File: src/hdl/gtd_pkg.sv
`default_nettype none

package gtd_pkg;

  localparam int unsigned COUNT_W = 14;
  localparam int unsigned REM_W = 10;
  localparam int unsigned WEIGHT_W = 10;

  localparam logic [COUNT_W-1:0] COUNT_MAX = 14'd9999;
  localparam logic [COUNT_W-1:0] FULL_TIME_RESET = 14'd360;
  localparam logic [COUNT_W-1:0] HALF_TIME_RESET = 14'd180;
  localparam logic [COUNT_W-1:0] SINGLE_TIME_RESET = 14'd30;

  localparam logic [WEIGHT_W-1:0] WEIGHT_THOUSANDS = 10'd1000;
  localparam logic [WEIGHT_W-1:0] WEIGHT_HUNDREDS = 10'd100;
  localparam logic [WEIGHT_W-1:0] WEIGHT_TENS = 10'd10;

  localparam logic [3:0] DIGIT_MAX = 4'd9;

  localparam logic [1:0] OP_TICK = 2'd0;
  localparam logic [1:0] OP_BUTTON = 2'd1;
  localparam logic [1:0] OP_REFRESH = 2'd2;

  localparam logic [1:0] REG_FULL_TIME = 2'd0;
  localparam logic [1:0] REG_HALF_TIME = 2'd1;
  localparam logic [1:0] REG_SINGLE_TIME = 2'd2;

  localparam logic [1:0] DIGIT_THOUSANDS = 2'd0;
  localparam logic [1:0] DIGIT_HUNDREDS = 2'd1;
  localparam logic [1:0] DIGIT_TENS = 2'd2;
  localparam logic [1:0] DIGIT_TENTHS = 2'd3;

  typedef enum logic [1:0] {
    MODE_IDLE = 2'd0,
    MODE_UP   = 2'd1,
    MODE_DOWN = 2'd2
  } mode_t;

  typedef enum logic [1:0] {
    S_IDLE   = 2'd0,
    S_EXEC   = 2'd1,
    S_SPLIT  = 2'd2,
    S_FINISH = 2'd3
  } state_t;

  typedef struct packed {
    logic capture;
    logic exec;
    logic step;
    logic finish;
  } ctl_cmd_t;

  typedef struct packed {
    logic split_run;
    logic split_done;
    logic out_free;
  } dp_status_t;

  function automatic logic [6:0] glyph(input logic [3:0] digit);
    logic [6:0] seg;
    unique case (digit)
      4'd0: seg = 7'h3F;
      4'd1: seg = 7'h06;
      4'd2: seg = 7'h5B;
      4'd3: seg = 7'h4F;
      4'd4: seg = 7'h66;
      4'd5: seg = 7'h6D;
      4'd6: seg = 7'h7D;
      4'd7: seg = 7'h07;
      4'd8: seg = 7'h7F;
      4'd9: seg = 7'h6F;
      default: seg = 7'h00;
    endcase
    return seg;
  endfunction

endpackage

`default_nettype wire

File: src/hdl/gtd_ctrl.sv
`default_nettype none

module gtd_ctrl (
  input  wire logic                clk,
  input  wire logic                rst,
  input  wire logic                in_valid,
  output logic                     in_stall,
  input  wire gtd_pkg::dp_status_t status,
  output gtd_pkg::ctl_cmd_t        cmd
);

  gtd_pkg::state_t state;
  gtd_pkg::state_t state_next;

  always_ff @(posedge clk) begin
    if (rst) begin
      state <= gtd_pkg::S_IDLE;
    end else begin
      state <= state_next;
    end
  end

  always_comb begin
    state_next = state;
    unique case (state)
      gtd_pkg::S_IDLE: begin
        if (in_valid) begin
          state_next = gtd_pkg::S_EXEC;
        end
      end
      gtd_pkg::S_EXEC: begin
        if (status.split_run) begin
          state_next = gtd_pkg::S_SPLIT;
        end else begin
          state_next = gtd_pkg::S_FINISH;
        end
      end
      gtd_pkg::S_SPLIT: begin
        if (status.split_done) begin
          state_next = gtd_pkg::S_FINISH;
        end
      end
      gtd_pkg::S_FINISH: begin
        if (status.out_free) begin
          state_next = gtd_pkg::S_IDLE;
        end
      end
      default: state_next = gtd_pkg::S_IDLE;
    endcase
  end

  always_comb begin
    cmd = '0;
    in_stall = 1'b1;
    unique case (state)
      gtd_pkg::S_IDLE: begin
        in_stall = rst;
        cmd.capture = in_valid && !rst;
      end
      gtd_pkg::S_EXEC: begin
        cmd.exec = 1'b1;
      end
      gtd_pkg::S_SPLIT: begin
        cmd.step = ~status.split_done;
      end
      gtd_pkg::S_FINISH: begin
        cmd.finish = status.out_free;
      end
      default: begin
        in_stall = 1'b1;
      end
    endcase
  end

endmodule

`default_nettype wire

File: src/hdl/gtd_datapath.sv
`default_nettype none

module gtd_datapath (
  input  wire logic                clk,
  input  wire logic                rst,
  input  wire gtd_pkg::ctl_cmd_t   cmd,
  output gtd_pkg::dp_status_t      status,
  input  wire logic [1:0]          opcode,
  input  wire logic [3:0]          buttons_n,
  input  wire logic                cfg_write,
  input  wire logic [1:0]          cfg_index,
  input  wire logic [13:0]         cfg_data,
  output logic                     out_valid,
  input  wire logic                out_stall,
  output logic                     motor_on,
  output logic [3:0]               digit_select,
  output logic [6:0]               segments,
  output logic                     decimal_point,
  output logic [13:0]              count_tenths
);

  logic [1:0] op_q;
  logic [3:0] buttons_q;
  logic [13:0] full_time;
  logic [13:0] half_time;
  logic [13:0] single_time;
  logic [13:0] count;
  gtd_pkg::mode_t mode;
  logic [1:0] digit_index;
  logic [9:0] remainder;
  logic [13:0] work;
  logic [9:0] weight;
  logic [3:0] digit;
  logic show;

  logic [13:0] count_next;
  gtd_pkg::mode_t mode_next;
  logic [1:0] digit_index_next;
  logic [3:0] pressed;
  logic [13:0] add_time;
  logic [14:0] sum;
  logic [13:0] sum_sat;
  logic refresh_run;
  logic [13:0] shown_value;

  assign pressed = ~buttons_q;
  assign refresh_run = (op_q == gtd_pkg::OP_REFRESH) && (mode != gtd_pkg::MODE_IDLE);

  always_comb begin
    if (pressed[1]) begin
      add_time = full_time;
    end else if (pressed[2]) begin
      add_time = half_time;
    end else begin
      add_time = single_time;
    end
    sum = {1'b0, count} + {1'b0, add_time};
    sum_sat = (sum > {1'b0, gtd_pkg::COUNT_MAX}) ? gtd_pkg::COUNT_MAX : sum[13:0];
  end

  always_comb begin
    count_next = count;
    mode_next = mode;
    digit_index_next = digit_index;
    case (op_q)
      gtd_pkg::OP_TICK: begin
        if (mode == gtd_pkg::MODE_DOWN) begin
          if (count != '0) begin
            count_next = count - 14'd1;
          end
          if (count_next == '0) begin
            mode_next = gtd_pkg::MODE_IDLE;
            digit_index_next = gtd_pkg::DIGIT_THOUSANDS;
          end
        end else if (mode == gtd_pkg::MODE_UP && count < gtd_pkg::COUNT_MAX) begin
          count_next = count + 14'd1;
        end
      end
      gtd_pkg::OP_BUTTON: begin
        if (pressed[0]) begin
          count_next = '0;
          mode_next = gtd_pkg::MODE_UP;
        end else if (pressed[3:1] != 3'b000) begin
          count_next = sum_sat;
          mode_next = gtd_pkg::MODE_DOWN;
        end else if (mode == gtd_pkg::MODE_UP) begin
          count_next = '0;
          mode_next = gtd_pkg::MODE_IDLE;
        end
        if (mode_next == gtd_pkg::MODE_IDLE || mode == gtd_pkg::MODE_IDLE) begin
          digit_index_next = gtd_pkg::DIGIT_THOUSANDS;
        end
      end
      default: begin
        count_next = count;
      end
    endcase
  end

  assign status.split_run = refresh_run && (digit_index != gtd_pkg::DIGIT_TENTHS);
  assign status.split_done = !((work >= {4'b0000, weight}) && (digit < gtd_pkg::DIGIT_MAX));
  assign status.out_free = !out_valid || !out_stall;

  assign shown_value = (digit_index == gtd_pkg::DIGIT_TENTHS) ? work : {10'b0, digit};

  always_ff @(posedge clk) begin
    if (rst) begin
      full_time <= gtd_pkg::FULL_TIME_RESET;
      half_time <= gtd_pkg::HALF_TIME_RESET;
      single_time <= gtd_pkg::SINGLE_TIME_RESET;
    end else if (cfg_write) begin
      case (cfg_index)
        gtd_pkg::REG_FULL_TIME: full_time <= cfg_data;
        gtd_pkg::REG_HALF_TIME: half_time <= cfg_data;
        gtd_pkg::REG_SINGLE_TIME: single_time <= cfg_data;
        default: full_time <= full_time;
      endcase
    end
  end

  always_ff @(posedge clk) begin
    if (cmd.capture) begin
      op_q <= opcode;
      buttons_q <= buttons_n;
    end
  end

  always_ff @(posedge clk) begin
    if (cmd.exec) begin
      show <= refresh_run;
      digit <= '0;
      work <= (digit_index == gtd_pkg::DIGIT_THOUSANDS) ? count : {4'b0000, remainder};
      case (digit_index)
        gtd_pkg::DIGIT_THOUSANDS: weight <= gtd_pkg::WEIGHT_THOUSANDS;
        gtd_pkg::DIGIT_HUNDREDS: weight <= gtd_pkg::WEIGHT_HUNDREDS;
        default: weight <= gtd_pkg::WEIGHT_TENS;
      endcase
    end else if (cmd.step) begin
      work <= work - {4'b0000, weight};
      digit <= digit + 4'd1;
    end
  end

  always_ff @(posedge clk) begin
    if (rst) begin
      count <= '0;
      mode <= gtd_pkg::MODE_IDLE;
      digit_index <= '0;
      remainder <= '0;
    end else if (cmd.exec) begin
      count <= count_next;
      mode <= mode_next;
      digit_index <= digit_index_next;
    end else if (cmd.finish && show) begin
      remainder <= work[9:0];
      digit_index <= digit_index + 2'd1;
    end
  end

  always_ff @(posedge clk) begin
    if (rst) begin
      out_valid <= 1'b0;
    end else if (cmd.finish) begin
      out_valid <= 1'b1;
    end else if (!out_stall) begin
      out_valid <= 1'b0;
    end
  end

  always_ff @(posedge clk) begin
    if (cmd.finish) begin
      motor_on <= (mode != gtd_pkg::MODE_IDLE);
      count_tenths <= count;
      if (show) begin
        digit_select <= 4'b0001 << digit_index;
        segments <= (shown_value < 14'd10) ? gtd_pkg::glyph(shown_value[3:0]) : 7'h00;
        decimal_point <= (digit_index == gtd_pkg::DIGIT_TENS);
      end else begin
        digit_select <= '0;
        segments <= '0;
        decimal_point <= 1'b0;
      end
    end
  end

endmodule

`default_nettype wire

File: src/hdl/grind_timer_with_display.sv
// Channel   Handshake               Payload
// input     in_valid / in_stall     opcode, buttons_n
// output    out_valid / out_stall   motor_on, digit_select, segments, decimal_point,
//                                   count_tenths
// config    cfg_valid / cfg_ready   cfg_index, cfg_data
//
// An item passes the idle, execute and finish states; a refresh strobe that splits a digit also
// runs the split state: one step per cycle (up to 9) in the shared subtract-and-compare unit.
// The result sits in an output register, so the next item is taken while it waits.
// A stalled output holds the controller in its final state until the register frees up.
// Synchronous reset restores the count, mode, digit index and the three time registers;
// the input and the configuration port hold off while reset is high.
`default_nettype none

module grind_timer_with_display (
  input  wire logic        clk,
  input  wire logic        rst,
  input  wire logic        in_valid,
  output logic             in_stall,
  input  wire logic [1:0]  opcode,
  input  wire logic [3:0]  buttons_n,
  output logic             out_valid,
  input  wire logic        out_stall,
  output logic             motor_on,
  output logic [3:0]       digit_select,
  output logic [6:0]       segments,
  output logic             decimal_point,
  output logic [13:0]      count_tenths,
  input  wire logic        cfg_valid,
  output logic             cfg_ready,
  input  wire logic [1:0]  cfg_index,
  input  wire logic [13:0] cfg_data
);

  gtd_pkg::ctl_cmd_t cmd;
  gtd_pkg::dp_status_t status;

  assign cfg_ready = !rst;

  gtd_ctrl u_ctrl (
    .clk      (clk),
    .rst      (rst),
    .in_valid (in_valid),
    .in_stall (in_stall),
    .status   (status),
    .cmd      (cmd)
  );

  gtd_datapath u_datapath (
    .clk           (clk),
    .rst           (rst),
    .cmd           (cmd),
    .status        (status),
    .opcode        (opcode),
    .buttons_n     (buttons_n),
    .cfg_write     (cfg_valid & cfg_ready),
    .cfg_index     (cfg_index),
    .cfg_data      (cfg_data),
    .out_valid     (out_valid),
    .out_stall     (out_stall),
    .motor_on      (motor_on),
    .digit_select  (digit_select),
    .segments      (segments),
    .decimal_point (decimal_point),
    .count_tenths  (count_tenths)
  );

endmodule

`default_nettype wire

File: config.mk
export PLATFORM = sky130hd
export DESIGN_NAME = grind_timer_with_display
export DESIGN_NICKNAME = d
export VERILOG_FILES = /design/src/hdl/gtd_pkg.sv /design/src/hdl/gtd_ctrl.sv /design/src/hdl/gtd_datapath.sv /design/src/hdl/grind_timer_with_display.sv
export SDC_FILE = /design/constraint.sdc
export NUM_CORES = 1
export LEC_CHECK = 0
export BUFFER_PORTS_ARGS = -buffer_cell sky130_fd_sc_hd__buf_2
export CORE_MARGIN = 2
export CORE_UTILIZATION = 55
export DETAILED_ROUTE_END_ITERATION = 6
export GPL_TIMING_DRIVEN = 0
export HOLD_SLACK_MARGIN = 0.12
export PLACE_DENSITY = 0.74
export SYNTH_ARGS = -nofsm -noshare
export SYNTH_HDL_FRONTEND = slang
export SYNTH_SLANG_ARGS = --single-unit
File: constraint.sdc
create_clock -name clk -period 7.9 [get_ports clk]
set_input_delay 0.79 -clock clk [delete_from_list [all_inputs] [get_ports clk]]
set_output_delay 0.79 -clock clk [all_outputs]
set_load 0.03 [all_outputs]
==> results of run 1 <==
sequential cells by signal, summed over array words and instances (netlist names), 4 cells and up:
register	count
u_datapath.count	14
u_datapath.digit_select	4
u_datapath.work	14
u_datapath.full_time	14
u_datapath.half_time	14
u_datapath.digit	4
u_datapath.single_time	14
u_datapath.buttons_q	4
u_datapath.count_tenths	14
u_datapath.weight	5
u_datapath.segments	7
u_datapath.remainder	10
cell families after synthesis:
logic type | synth area share (%)
XOR/XNOR | 2.276
flip-flops | 40.72
AND/OR/NAND/NOR | 21.17
multiplexers | 4.715
AO/OA/AOI/OAI | 19.69
buffers and inverters | 4.406
adder cells (fa/ha/maj) | 7.024
final cells by class:
class | count | area share (%)
Tap cell | 180 | 2.552
Multi-Input combinational cell | 663 | 48.07
Sequential cell | 130 | 35.51
Timing Repair Buffer | 56 | 3.347
Clock inverter | 14 | 1.574
Clock buffer | 18 | 5.105
Buffer | 52 | 2.396
Inverter | 34 | 1.446
critical path, cell delays in order, from the launching register on:
cell and delay (ns):
edfxtp_1 0.32, clkbuf_1 0.39, clkbuf_1 0.68, mux2i_1 0.21, a21oi_1 0.36, ha_1 0.32
o21a_1 0.25, nand4_1 0.11, a21o_1 0.21, a211oi_1 0.40, nand3_1 0.13, o211a_1 0.30
o31a_1 0.36, a211oi_1 0.25
placed cells by master (no fill, tap or decap), types with 6 or more instances in the layout:
master | synthesis | routed
edfxtp_1 | 53 | 53
nor2b_1 | 11 | 11
nor3_1 | 17 | 17
o31a_1 | 9 | 9
a22oi_1 | 6 | 6
inv_6 | 0 | 8
ha_1 | 40 | 40
o211ai_1 | 8 | 8
a221oi_1 | 6 | 6
o21a_1 | 8 | 8
a21o_1 | 6 | 6
or3_1 | 8 | 8
nor3b_1 | 6 | 6
o21ai_0 | 22 | 22
a31oi_1 | 7 | 7
nand2b_1 | 11 | 11
nand2_1 | 127 | 127
inv_1 | 33 | 33
nand4_1 | 9 | 9
buf_2 | 7 | 62
clkbuf_1 | 39 | 39
and3_1 | 10 | 10
clkbuf_16 | 0 | 18
a21oi_1 | 83 | 83
nor4_1 | 8 | 8
a211oi_1 | 13 | 13
dfxtp_1 | 77 | 77
mux2i_1 | 34 | 34
a21boi_0 | 10 | 9
nor2_1 | 80 | 80
nand3_1 | 29 | 29
xnor2_1 | 19 | 19
power by group through the flow:
stage,logic (mW),clock network [mW],registers (mW)
floorplan,0.667,0,0.920
global placement,0.874,0,0.926
detailed placement,0.894,0,0.928
CTS,0.900,0.791,0.914
global route,1.01,0.825,0.926
finish,0.913,0.788,0.918
through the flow:
| step | total power [mW] | std cells | utilization, % | hold slack (ns) |
|---|---|---|---|---|
| finish | 2.619 | 1147 | 64.06 | 0.4538 |
| global route | 2.763 | 1147 | 64.06 | 0.4668 |
| CTS | 2.605 | 1147 | 64.01 | 0.4544 |
| detailed placement | 1.822 | 1115 | 59.73 | 0.4461 |
| global placement | 1.801 | 1114 | 59.50 | 0.4413 |
| floorplan | 1.586 | 879 | - | 0.4314 |
worst paths after layout:
kind	start	end	slack [ns]	depth (start not counted)
worst min register to register	u_datapath.full_time[1]$_SDFFE_PP0P_	u_datapath.full_time[1]$_SDFFE_PP0P_	0.45	2
worst min-delay path	u_datapath.full_time[1]$_SDFFE_PP0P_	u_datapath.full_time[1]$_SDFFE_PP0P_	0.45	2
worst max register to register	u_datapath.buttons_q[2]$_DFFE_PP_	u_datapath.count[2]$_SDFFE_PP0P_	3.48	13
worst max-delay path	u_datapath.buttons_q[2]$_DFFE_PP_	u_datapath.count[2]$_SDFFE_PP0P_	3.48	13
metal layers:
layer / vias to the layer above / routed length [um]
met4: 0 / 393
met5: - / 0
met1: 3236 / 9629
met2: 336 / 8585
met3: 37 / 1697
li1: 3328 / -
==> impl_metrics.yaml, run 1 <==
run_status:
  status: "completed"
grt:
  gr-usage-met2_pct: 39.79
  use_met3_pct: 5.530
  grt_start_max_net_pins: 29
  gr-usage-all-layers_pct: 27.71
  busiest_layer: "met1"
  grt-ovfl-total: 0
  met1_usage_pct: 41.40
  grt_pass1_wl_mm: 32.03
  antenna_found_initial: 0
  grt_pass1_vias: 6185
synthesis:
  yosysSeqAreaShare_pct: 40.72
  synth_cells: 879
  yosysTopAreaCell: "edfxtp_1"
  synth_cell_type_count: 70
  synth_top_area_share_pct: 20.68
  syn_area_per_cell_sq_um: 8.754
  synth_edf_count: 53
  yosysMostFrequentCell: "nand2_1"
  ys.flop_type: "dfxtp_1"
  synth-seq-cells: 130
  yosysWarnings: 0
  ys_async_sr_fraction_pct: 0
  synthTopCellsByCount: "127 x nand2_1, 83 x a21oi_1, 80 x nor2_1"
  syn_nets: 948
  synthTopCellsByArea: "edfxtp_1 21%, dfxtp_1 20%, ha_1 6.5%"
  syn-cell-area_sq_um: 7695
timing:
  rsz0062_at_grt: "false"
  tns_ns: 0
  timing.fmax_mhz: 226.3
  maxSlewHeadroom_pct: 37.96
  tightest_slew_ns: 0.9206
  finalSetupViolCount: 0
  period_needed_ns: 4.420
  min_period_over_period_pct: 55.95
  layout_setup_ws_ns: 3.480
  clock_skew_ns: 0.01110
  hold_viol_final: 0
  slew_violations: 0
power:
  ir_worst_vdd_mv: 0.1400
  p_leak_nw: 3.560
  powerDensity_nw_per_um2: 296.8
  power.share.clock_pct: 30.1
  swShare_pct: 37.39
  combPwrFrac_pct: 34.9
  power.internal_mw: 1.640
  switchingPower_mw: 0.9794
  seq_power_share_pct: 35.0
clocking:
  htree_levels: 4
  cts_buffer_depth: 2
  clk_pin_slew_ns: 0.06
  hold_buffers: 0
  tritoncts: "yes"
  cts_resized: 0
  cts.sinks: 130
  post_cts_buffers: 0
  cts-root-buf: "clkbuf_16"
  clock_latency_ns: 0.43
  cts_buffers: 17
place:
  dp_slack_ns: 3.617
  placed_area_sq_um: 8227
  dp_hpwl_mm: 14.59
  gp_congestion: 0.9915
  port_buffers: 55
cells_and_area:
  drive_above_1_share_pct: 11.69
  fillers: 1225
  final_nets: 1023
  area.growth.synth_to_final_pct: 14.67
  regArea_sq_um: 3133
  multi_input_area_sq_um: 4242
  final_area_sq_um: 8823
  antenna_cells: 0
flow_run:
  cap_viol_max_count: 0
detailed_routing:
  vias: 6937
  drc: 0
  drt-wirelength-per-cell_um: 17.70
  ant_nets: 0
  routed_wl_mm: 20.31
  drtIter0Drc: 783
  drt-pass1-iter-count: 5
  avgViaCountPerCell: 6.048
worst_setup_path:
  critPathMaxFanout: 10
  startpoint_type: "flip-flop"
  required_ns: 8.23
  arrival_ns: 4.75
  criticalPathCategory: "reg2reg"
  cp-end-kind: "flip-flop"
floorplan:
  boundaryPins: 57
  core_sq_um: 13770
  die_w_um: 122.3
  row_count: 43
  initial_core_util_pct: 55.87
  die_area_sq_um: 14950
  die_h_um: 122.3
min_path:
  hold_class: "reg2reg"
(Power assumes the default switching activity.)
==> inputs of run 2 (changes only) <==
Settings changed: ABC_AREA from default to 1.
Clock period 7.9 ns to 4.35 ns, I/O delays scaled along.
==> run 2 against run 1 <==
  * Register-to-register slack got worse by 2.7 ns
  * First-iteration DRC count is 28% lower
  * Sequential share of layout area shrank 1.0 points
  * Routed wire length increased by 0.44%
  * Area after synthesis is 3.2% higher
  * Largest cell class unchanged
  * Largest power group is now combinational cells
==> impl_metrics.yaml, run 2 <==
synthesis:
  syn_nets: 1173
  synth_top_family_by_area: "simple AND/OR/NAND/NOR gates"
  ys.flop_type: "dfxtp_1"
  synth_compound_area_share_pct: 15.16
  ys_async_sr_fraction_pct: 0
  synthXorXnorAreaFrac_pct: 2.537
  synth_edf_count: 53
  yosysSeqAreaShare_pct: 39.46
  synth_simple_gate_area_share_pct: 27.91
  muxShareOfSynthArea_pct: 0
  synth_fa_ha_area_share_pct: 6.807
  synth_cells: 1104
  yosysTopAreaCell: "edfxtp_1"
  yosysMostFrequentCell: "nand2_1"
  yosysWarnings: 0
  syn-cell-area_sq_um: 7940
  synthTopCellsByArea: "edfxtp_1 20%, dfxtp_1 19%, nand2_1 11%"
  synthTopCellsByCount: "230 x nand2_1, 177 x nor2_1, 119 x inv_1, 119 x o21ai_0, 77 x dfxtp_1"
  syn_area_per_cell_sq_um: 7.192
  synth-seq-cells: 130
  synth_cell_type_count: 54
  synth_top_area_share_pct: 20.04
detailed_routing:
  drt-wirelength-per-cell_um: 14.85
  drt-pass1-iter-count: 5
  vias: 7475
  avgViaCountPerCell: 5.444
  drc: 0
  ant_nets: 0
  drtIter0Drc: 561
  routed_wl_mm: 20.40
cells_and_area:
  drive_above_1_share_pct: 11.06
  final_nets: 1249
  fillers: 1295
  final_cell_mix: "230 x nand2_1, 177 x nor2_1, 119 x inv_1, 119 x o21ai_0, 77 x dfxtp_1"
  stdcell_count: 1373
  final_common_cell: "nand2_1"
  antenna_cells: 0
  area.growth.synth_to_final_pct: 14.47
place:
  gp_congestion: 0.9053
  dp_hpwl_mm: 15.50
  dp.cells: 1341
  port_buffers: 56
timing:
  hold_viol_final: 0
  rsz0062_at_grt: "false"
  min_period_over_period_pct: 82.96
  tns_ns: 0
  finalSetupViolCount: 0
  timing.fmax_mhz: 277.1
  clock_skew_ns: 0.008978
  tightest_slew_ns: 0.6412
  maxSlewHeadroom_pct: 56.80
  period_needed_ns: 3.609
  slew_violations: 0
worst_setup_path:
  required_ns: 4.66
  criticalPathCategory: "reg2reg"
  startpoint_type: "flip-flop"
  cp-end-kind: "flip-flop"
  critPathMaxFanout: 10
  arrival_ns: 3.92
floorplan:
  die_w_um: 124.2
  boundaryPins: 57
  row_count: 43
  core_sq_um: 13990
  initial_core_util_pct: 56.76
  die_h_um: 124.2
  die_area_sq_um: 15410
power:
  ir_worst_vdd_mv: 0.2591
  powerDensity_nw_per_um2: 631.7
  p_leak_nw: 4.128
clocking:
  cts-root-buf: "clkbuf_16"
  tritoncts: "yes"
  cts.sinks: 130
  clk_pin_slew_ns: 0.06
  hold_buffers: 0
  cts_resized: 0
  clock_latency_ns: 0.42
  htree_levels: 4
  cts_buffer_depth: 2
  post_cts_buffers: 0
  cts_buffers: 17
grt:
  grt-ovfl-total: 0
  grt_pass1_vias: 6929
  gr-usage-all-layers_pct: 27.74
  grt_start_max_net_pins: 17
  grt_pass1_wl_mm: 32.95
  antenna_found_initial: 0
run_status:
  status: "completed"
flow_run:
  cap_viol_max_count: 0
min_path:
  hold_class: "in2reg"
## run 2: cell types whose count changed in the layout (fill, tap and decap cells not counted), moves of 11 or more
cell | previous run | this run
a21oi_1 | 83 | 60
nor2b_1 | 11 | 0
inv_1 | 33 | 119
nand2_1 | 127 | 230
xor2_1 | 1 | 21
mux2i_1 | 34 | 0
nor2_1 | 80 | 177
clkbuf_1 | 39 | 27
nand3_1 | 29 | 58
xnor2_1 | 19 | 2
o21ai_0 | 22 | 119
## run 2: path summary, 6_finish.rpt
check	from	end	slack, ns	cells after the start
setup reg to reg	u_datapath.buttons_q[2]$_DFFE_PP_	u_datapath.count[10]$_SDFFE_PP0P_	0.74	19
hold reg to reg	u_datapath.half_time[7]$_SDFFE_PP1P_	u_datapath.half_time[7]$_SDFFE_PP1P_	0.46	2
hold / removal	buttons_n[2]	u_datapath.buttons_q[2]$_DFFE_PP_	0.19	1
setup / recovery	u_datapath.buttons_q[2]$_DFFE_PP_	u_datapath.count[10]$_SDFFE_PP0P_	0.74	19
## run 2: logic make-up (layout without fill, tap and decap cells)
group / Yosys count / in the layout
xor+xnor: 23 / 23
simple gates: 525 / 525
fa+ha+maj: 42 / 42
compound gates: 221 / 221
buf+inv: 163 / 252
flops: 130 / 130
## run 2: critical path, cell delays in order (launching register included)
cell and delay [ns]:
edfxtp_1 0.48, inv_1 0.20, clkbuf_1 0.41, nor2_1 0.07
o21ai_0 0.40, ha_1 0.36, nand2_1 0.14, inv_1 0.05
nand2_1 0.06, nand2_1 0.07, a21oi_1 0.22, nand3_1 0.13
and2_1 0.20, a21boi_2 0.16, nand3_2 0.09, nand2_2 0.10
buf_6 0.15, nand2_1 0.05, nand2_1 0.07, a21oi_2 0.05
## run 2: layout make-up
type / instances / area [sq um] / area share (%)
multi-input combinational: 811 / 4173 / 45.91
tap: 180 / 225.2 / 2.478
clock inverter: 11 / 111.4 / 1.225
buffer: 37 / 172.7 / 1.900
inverter: 126 / 473.0 / 5.204
timing repair buffer: 57 / 307.8 / 3.387
clock buffer: 21 / 493.0 / 5.424
sequential: 130 / 3133 / 34.47
## run 2: metrics by stage
step / utilization [%] / instance area [sq um] / hold slack (ns) / power [mW] / setup slack (ns)
floorplan: - / 7940 / 0.4236 / 3.657 / 1.481
global placement: 60.38 / 8446 / 0.4335 / 4.217 / 0.1159
detailed placement: 60.65 / 8484 / 0.4397 / 4.289 / 0.8058
CTS: 64.97 / 9089 / 0.1833 / 5.740 / 0.7449
global route: 64.97 / 9089 / 0.1857 / 6.188 / 0.3877
finish: 64.97 / 9089 / 0.1891 / 5.741 / 0.7414
## run 2: metal layers
layer  vias to the layer above  wire [um]  global-route usage, %
met5                         -          0                      0
met3                        40       1016                  4.029
met4                         0        658                  12.22
met2                       205       9472                  46.00
met1                      3428       9248                  35.94
li1                       3802          -                      -
## run 2: power by group
part | switching, mW | leakage (nW) | internal (mW)
clock network | 0.566 | 0.300 | 0.881
registers | 0.188 | 1.12 | 1.61
logic | 1.66 | 2.71 | 0.843
==> inputs of run 3 (changes only) <==
Settings changed: ABC_AREA 1 to 0, PLACE_DENSITY 0.74 to 0.77.
Clock period 4.35 ns to 3.1 ns, I/O delays scaled along.
==> run 3 against run 2 <==
  * Routed wire length grew 6.5%
  * Total power up 22%
  * Clock skew rose by 0.00072 ns
  * First-iteration DRC count increased by 21%
  * Global-route usage rose by 1.3 points
  * Design area up 4.1%
  * The run now ends with setup timing left
  * Sequential share of layout area down 1.4 points
  * Core utilization grew 3.7 points
  * Non-clock buffer count increased by 46
  * Count of clock-buffer cells in the layout is the same
  * Register-to-register slack got worse by 1.1 ns
  * Critical endpoint is now u_datapath.count[0]$_SDFFE_PP0P_
==> impl_metrics.yaml, run 3 (same netlist as run 1, synthesis figures left out) <==
place:
  dp_hpwl_mm: 14.54
  gp_congestion: 0.9539
  placed_area_sq_um: 8222
  port_buffers: 55
floorplan:
  core_sq_um: 13770
  row_count: 43
  boundaryPins: 57
  initial_core_util_pct: 55.87
  die_w_um: 122.3
  die_h_um: 122.3
  die_area_sq_um: 14950
run_status:
  violations: "setup timing"
  status: "finished with violations"
detailed_routing:
  routed_wl_mm: 21.72
  vias: 7252
  ant_nets: 0
  avgViaCountPerCell: 6.151
  drt-wirelength-per-cell_um: 18.42
  drtIter0Drc: 679
  drt-pass1-iter-count: 5
  drc: 0
grt:
  grt_start_max_net_pins: 29
  grt_pass1_wl_mm: 33.70
  gr-usage-all-layers_pct: 29.05
  antenna_found_initial: 0
  grt-ovfl-total: 0
  grt_pass1_vias: 6770
worst_setup_path:
  r2r_slack_ns: -0.33
  required_ns: 3.44
  cp-end-kind: "flip-flop"
  crit_chain: "buf_8 > mux2i_4 > a21oi_4 > ha_4 > inv_2 > fa_2 > nor2b_4 > buf_4 > buf_4 > o21ai_0 > a21oi_2 > a2111oi_4 > o211a_1 > o31a_1 > buf_6 > a221oi_4"
  startpoint_type: "flip-flop"
  crit_slowest_cell: "edfxtp_1"
  critPathMaxFanout: 8
  critical_path.n_buffers_inverters: 5
  crit_family: "compound AO/OA/AOI/OAI gates"
  criticalPathCategory: "reg2reg"
  cpMostUsedCell: "buf_4"
  slowest_delay_ns: 0.41
  arrival_ns: 3.76
timing:
  period_needed_ns: 3.428
  maxSlewHeadroom_pct: 30.98
  timing.fmax_mhz: 291.7
  slew_violations: 0
  clock_skew_ns: 0.009696
  min_period_over_period_pct: 110.6
  layout_setup_ws_ns: -0.3281
  tns_ns: -2.584
  hold_viol_final: 0
  finalSetupViolCount: 11
  timing.hold.ws_ns: 0.1338
  rsz0062_at_grt: "true"
  tightest_slew_ns: 1.024
power:
  ir_worst_vdd_mv: 0.4645
  p_leak_nw: 3.791
  powerDensity_nw_per_um2: 738.5
cells_and_area:
  final_common_cell: "nand2_1"
  final_area_sq_um: 9462
  area.growth.synth_to_final_pct: 22.96
  antenna_cells: 0
  final_cell_mix: "127 x nand2_1, 79 x nor2_1, 77 x dfxtp_1"
  final_nets: 1055
  fillers: 1083
  drive_above_1_share_pct: 18.52
clocking:
  cts_buffers: 17
  htree_levels: 4
  cts-root-buf: "clkbuf_16"
  cts.sinks: 130
  cts_buffer_depth: 2
  tritoncts: "yes"
  clk_pin_slew_ns: 0.06
  clock_latency_ns: 0.43
min_path:
  hold_class: "in2reg"
flow_run:
  cap_viol_max_count: 0
## run 3: changes by cell type in the layout (fill, tap and decap cells not counted), sizes merged, moves of 12 or more
cell   change
a21oi     +20
nor2     -106
inv       -93
o21ai     -98
xor2      -20
xnor2     +17
nor2b     +12
nand2    -110
nand3     -31
mux2i     +34
buf       +28
## run 3: repair_timing
action / 4_1_cts / 5_1_grt
cloned: 0 / 1
pin swaps: 18 / 19
endpoints found under the hold margin: 8 / 0
hold buffers: 8 / 0
endpoints found under the setup margin: 14 / 33
setup buffers: 17 / 8
gates resized for setup: 30 / 42
## run 3: cell type report
class / count / area [sq um] / share of cell area (%)
multi-input cells: 663 / 4529 / 47.87
flip-flops and latches: 130 / 3133 / 33.11
repair buffers: 89 / 565.5 / 5.977
clock buffers: 21 / 504.2 / 5.329
plain buffers: 51 / 280.3 / 2.962
well taps: 180 / 225.2 / 2.380
inverters: 34 / 127.6 / 1.349
clock inverters: 11 / 96.34 / 1.018
## run 3: worst reg2reg max path, stage by stage (launching register included)
cell,delay [ns]
edfxtp_1,0.41
buf_8,0.17
mux2i_4,0.20
a21oi_4,0.19
ha_4,0.16
inv_2,0.04
fa_2,0.37
nor2b_4,0.17
buf_4,0.13
buf_4,0.10
o21ai_0,0.14
a21oi_2,0.27
a2111oi_4,0.06
o211a_1,0.26
o31a_1,0.28
buf_6,0.14
a221oi_4,0.24
## run 3: per-stage QoR
step | power (mW) | utilization (%) | worst slack (ns) | instances
2_1_floorplan | 4.047 | - | 0.01440 | 879
3_3_place_gp | 4.584 | 59.61 | -0.8953 | 1114
3_5_place_dp | 4.637 | 59.69 | -0.6025 | 1114
4_1_cts | 6.789 | 66.83 | -0.2965 | 1171
5_1_grt | 7.346 | 68.70 | -0.4475 | 1179
6_report | 6.987 | 68.70 | -0.3281 | 1179
## run 3: worst paths after layout
check,startpoint,endpoint,cells past startpoint
setup / recovery,u_datapath.buttons_q[2]$_DFFE_PP_,u_datapath.count[0]$_SDFFE_PP0P_,16
hold / removal,cfg_data[8],u_datapath.full_time[8]$_SDFFE_PP1P_,3
setup reg to reg,u_datapath.buttons_q[2]$_DFFE_PP_,u_datapath.count[0]$_SDFFE_PP0P_,16
hold reg to reg,u_datapath.full_time[9]$_SDFFE_PP0P_,u_datapath.full_time[9]$_SDFFE_PP0P_,2
## run 3: power by group
| part | total, mW | leakage (nW) | switching, mW | internal (mW) |
|---|---|---|---|---|
| sequential | 2.34 | 1.11 | 0.218 | 2.12 |
| combinational | 2.62 | 2.38 | 1.56 | 1.05 |
| clock | 2.03 | 0.294 | 0.786 | 1.24 |
## run 3: per-layer routing
layer / vias up / share of wire (%) / global-route usage, %
li1: 3401 / - / -
met2: 372 / 46 / 44.72
met3: 44 / 9.3 / 5.483
met4: 0 / 1.9 / 11.14
met1: 3435 / 43 / 40.59
met5: - / 0 / 0
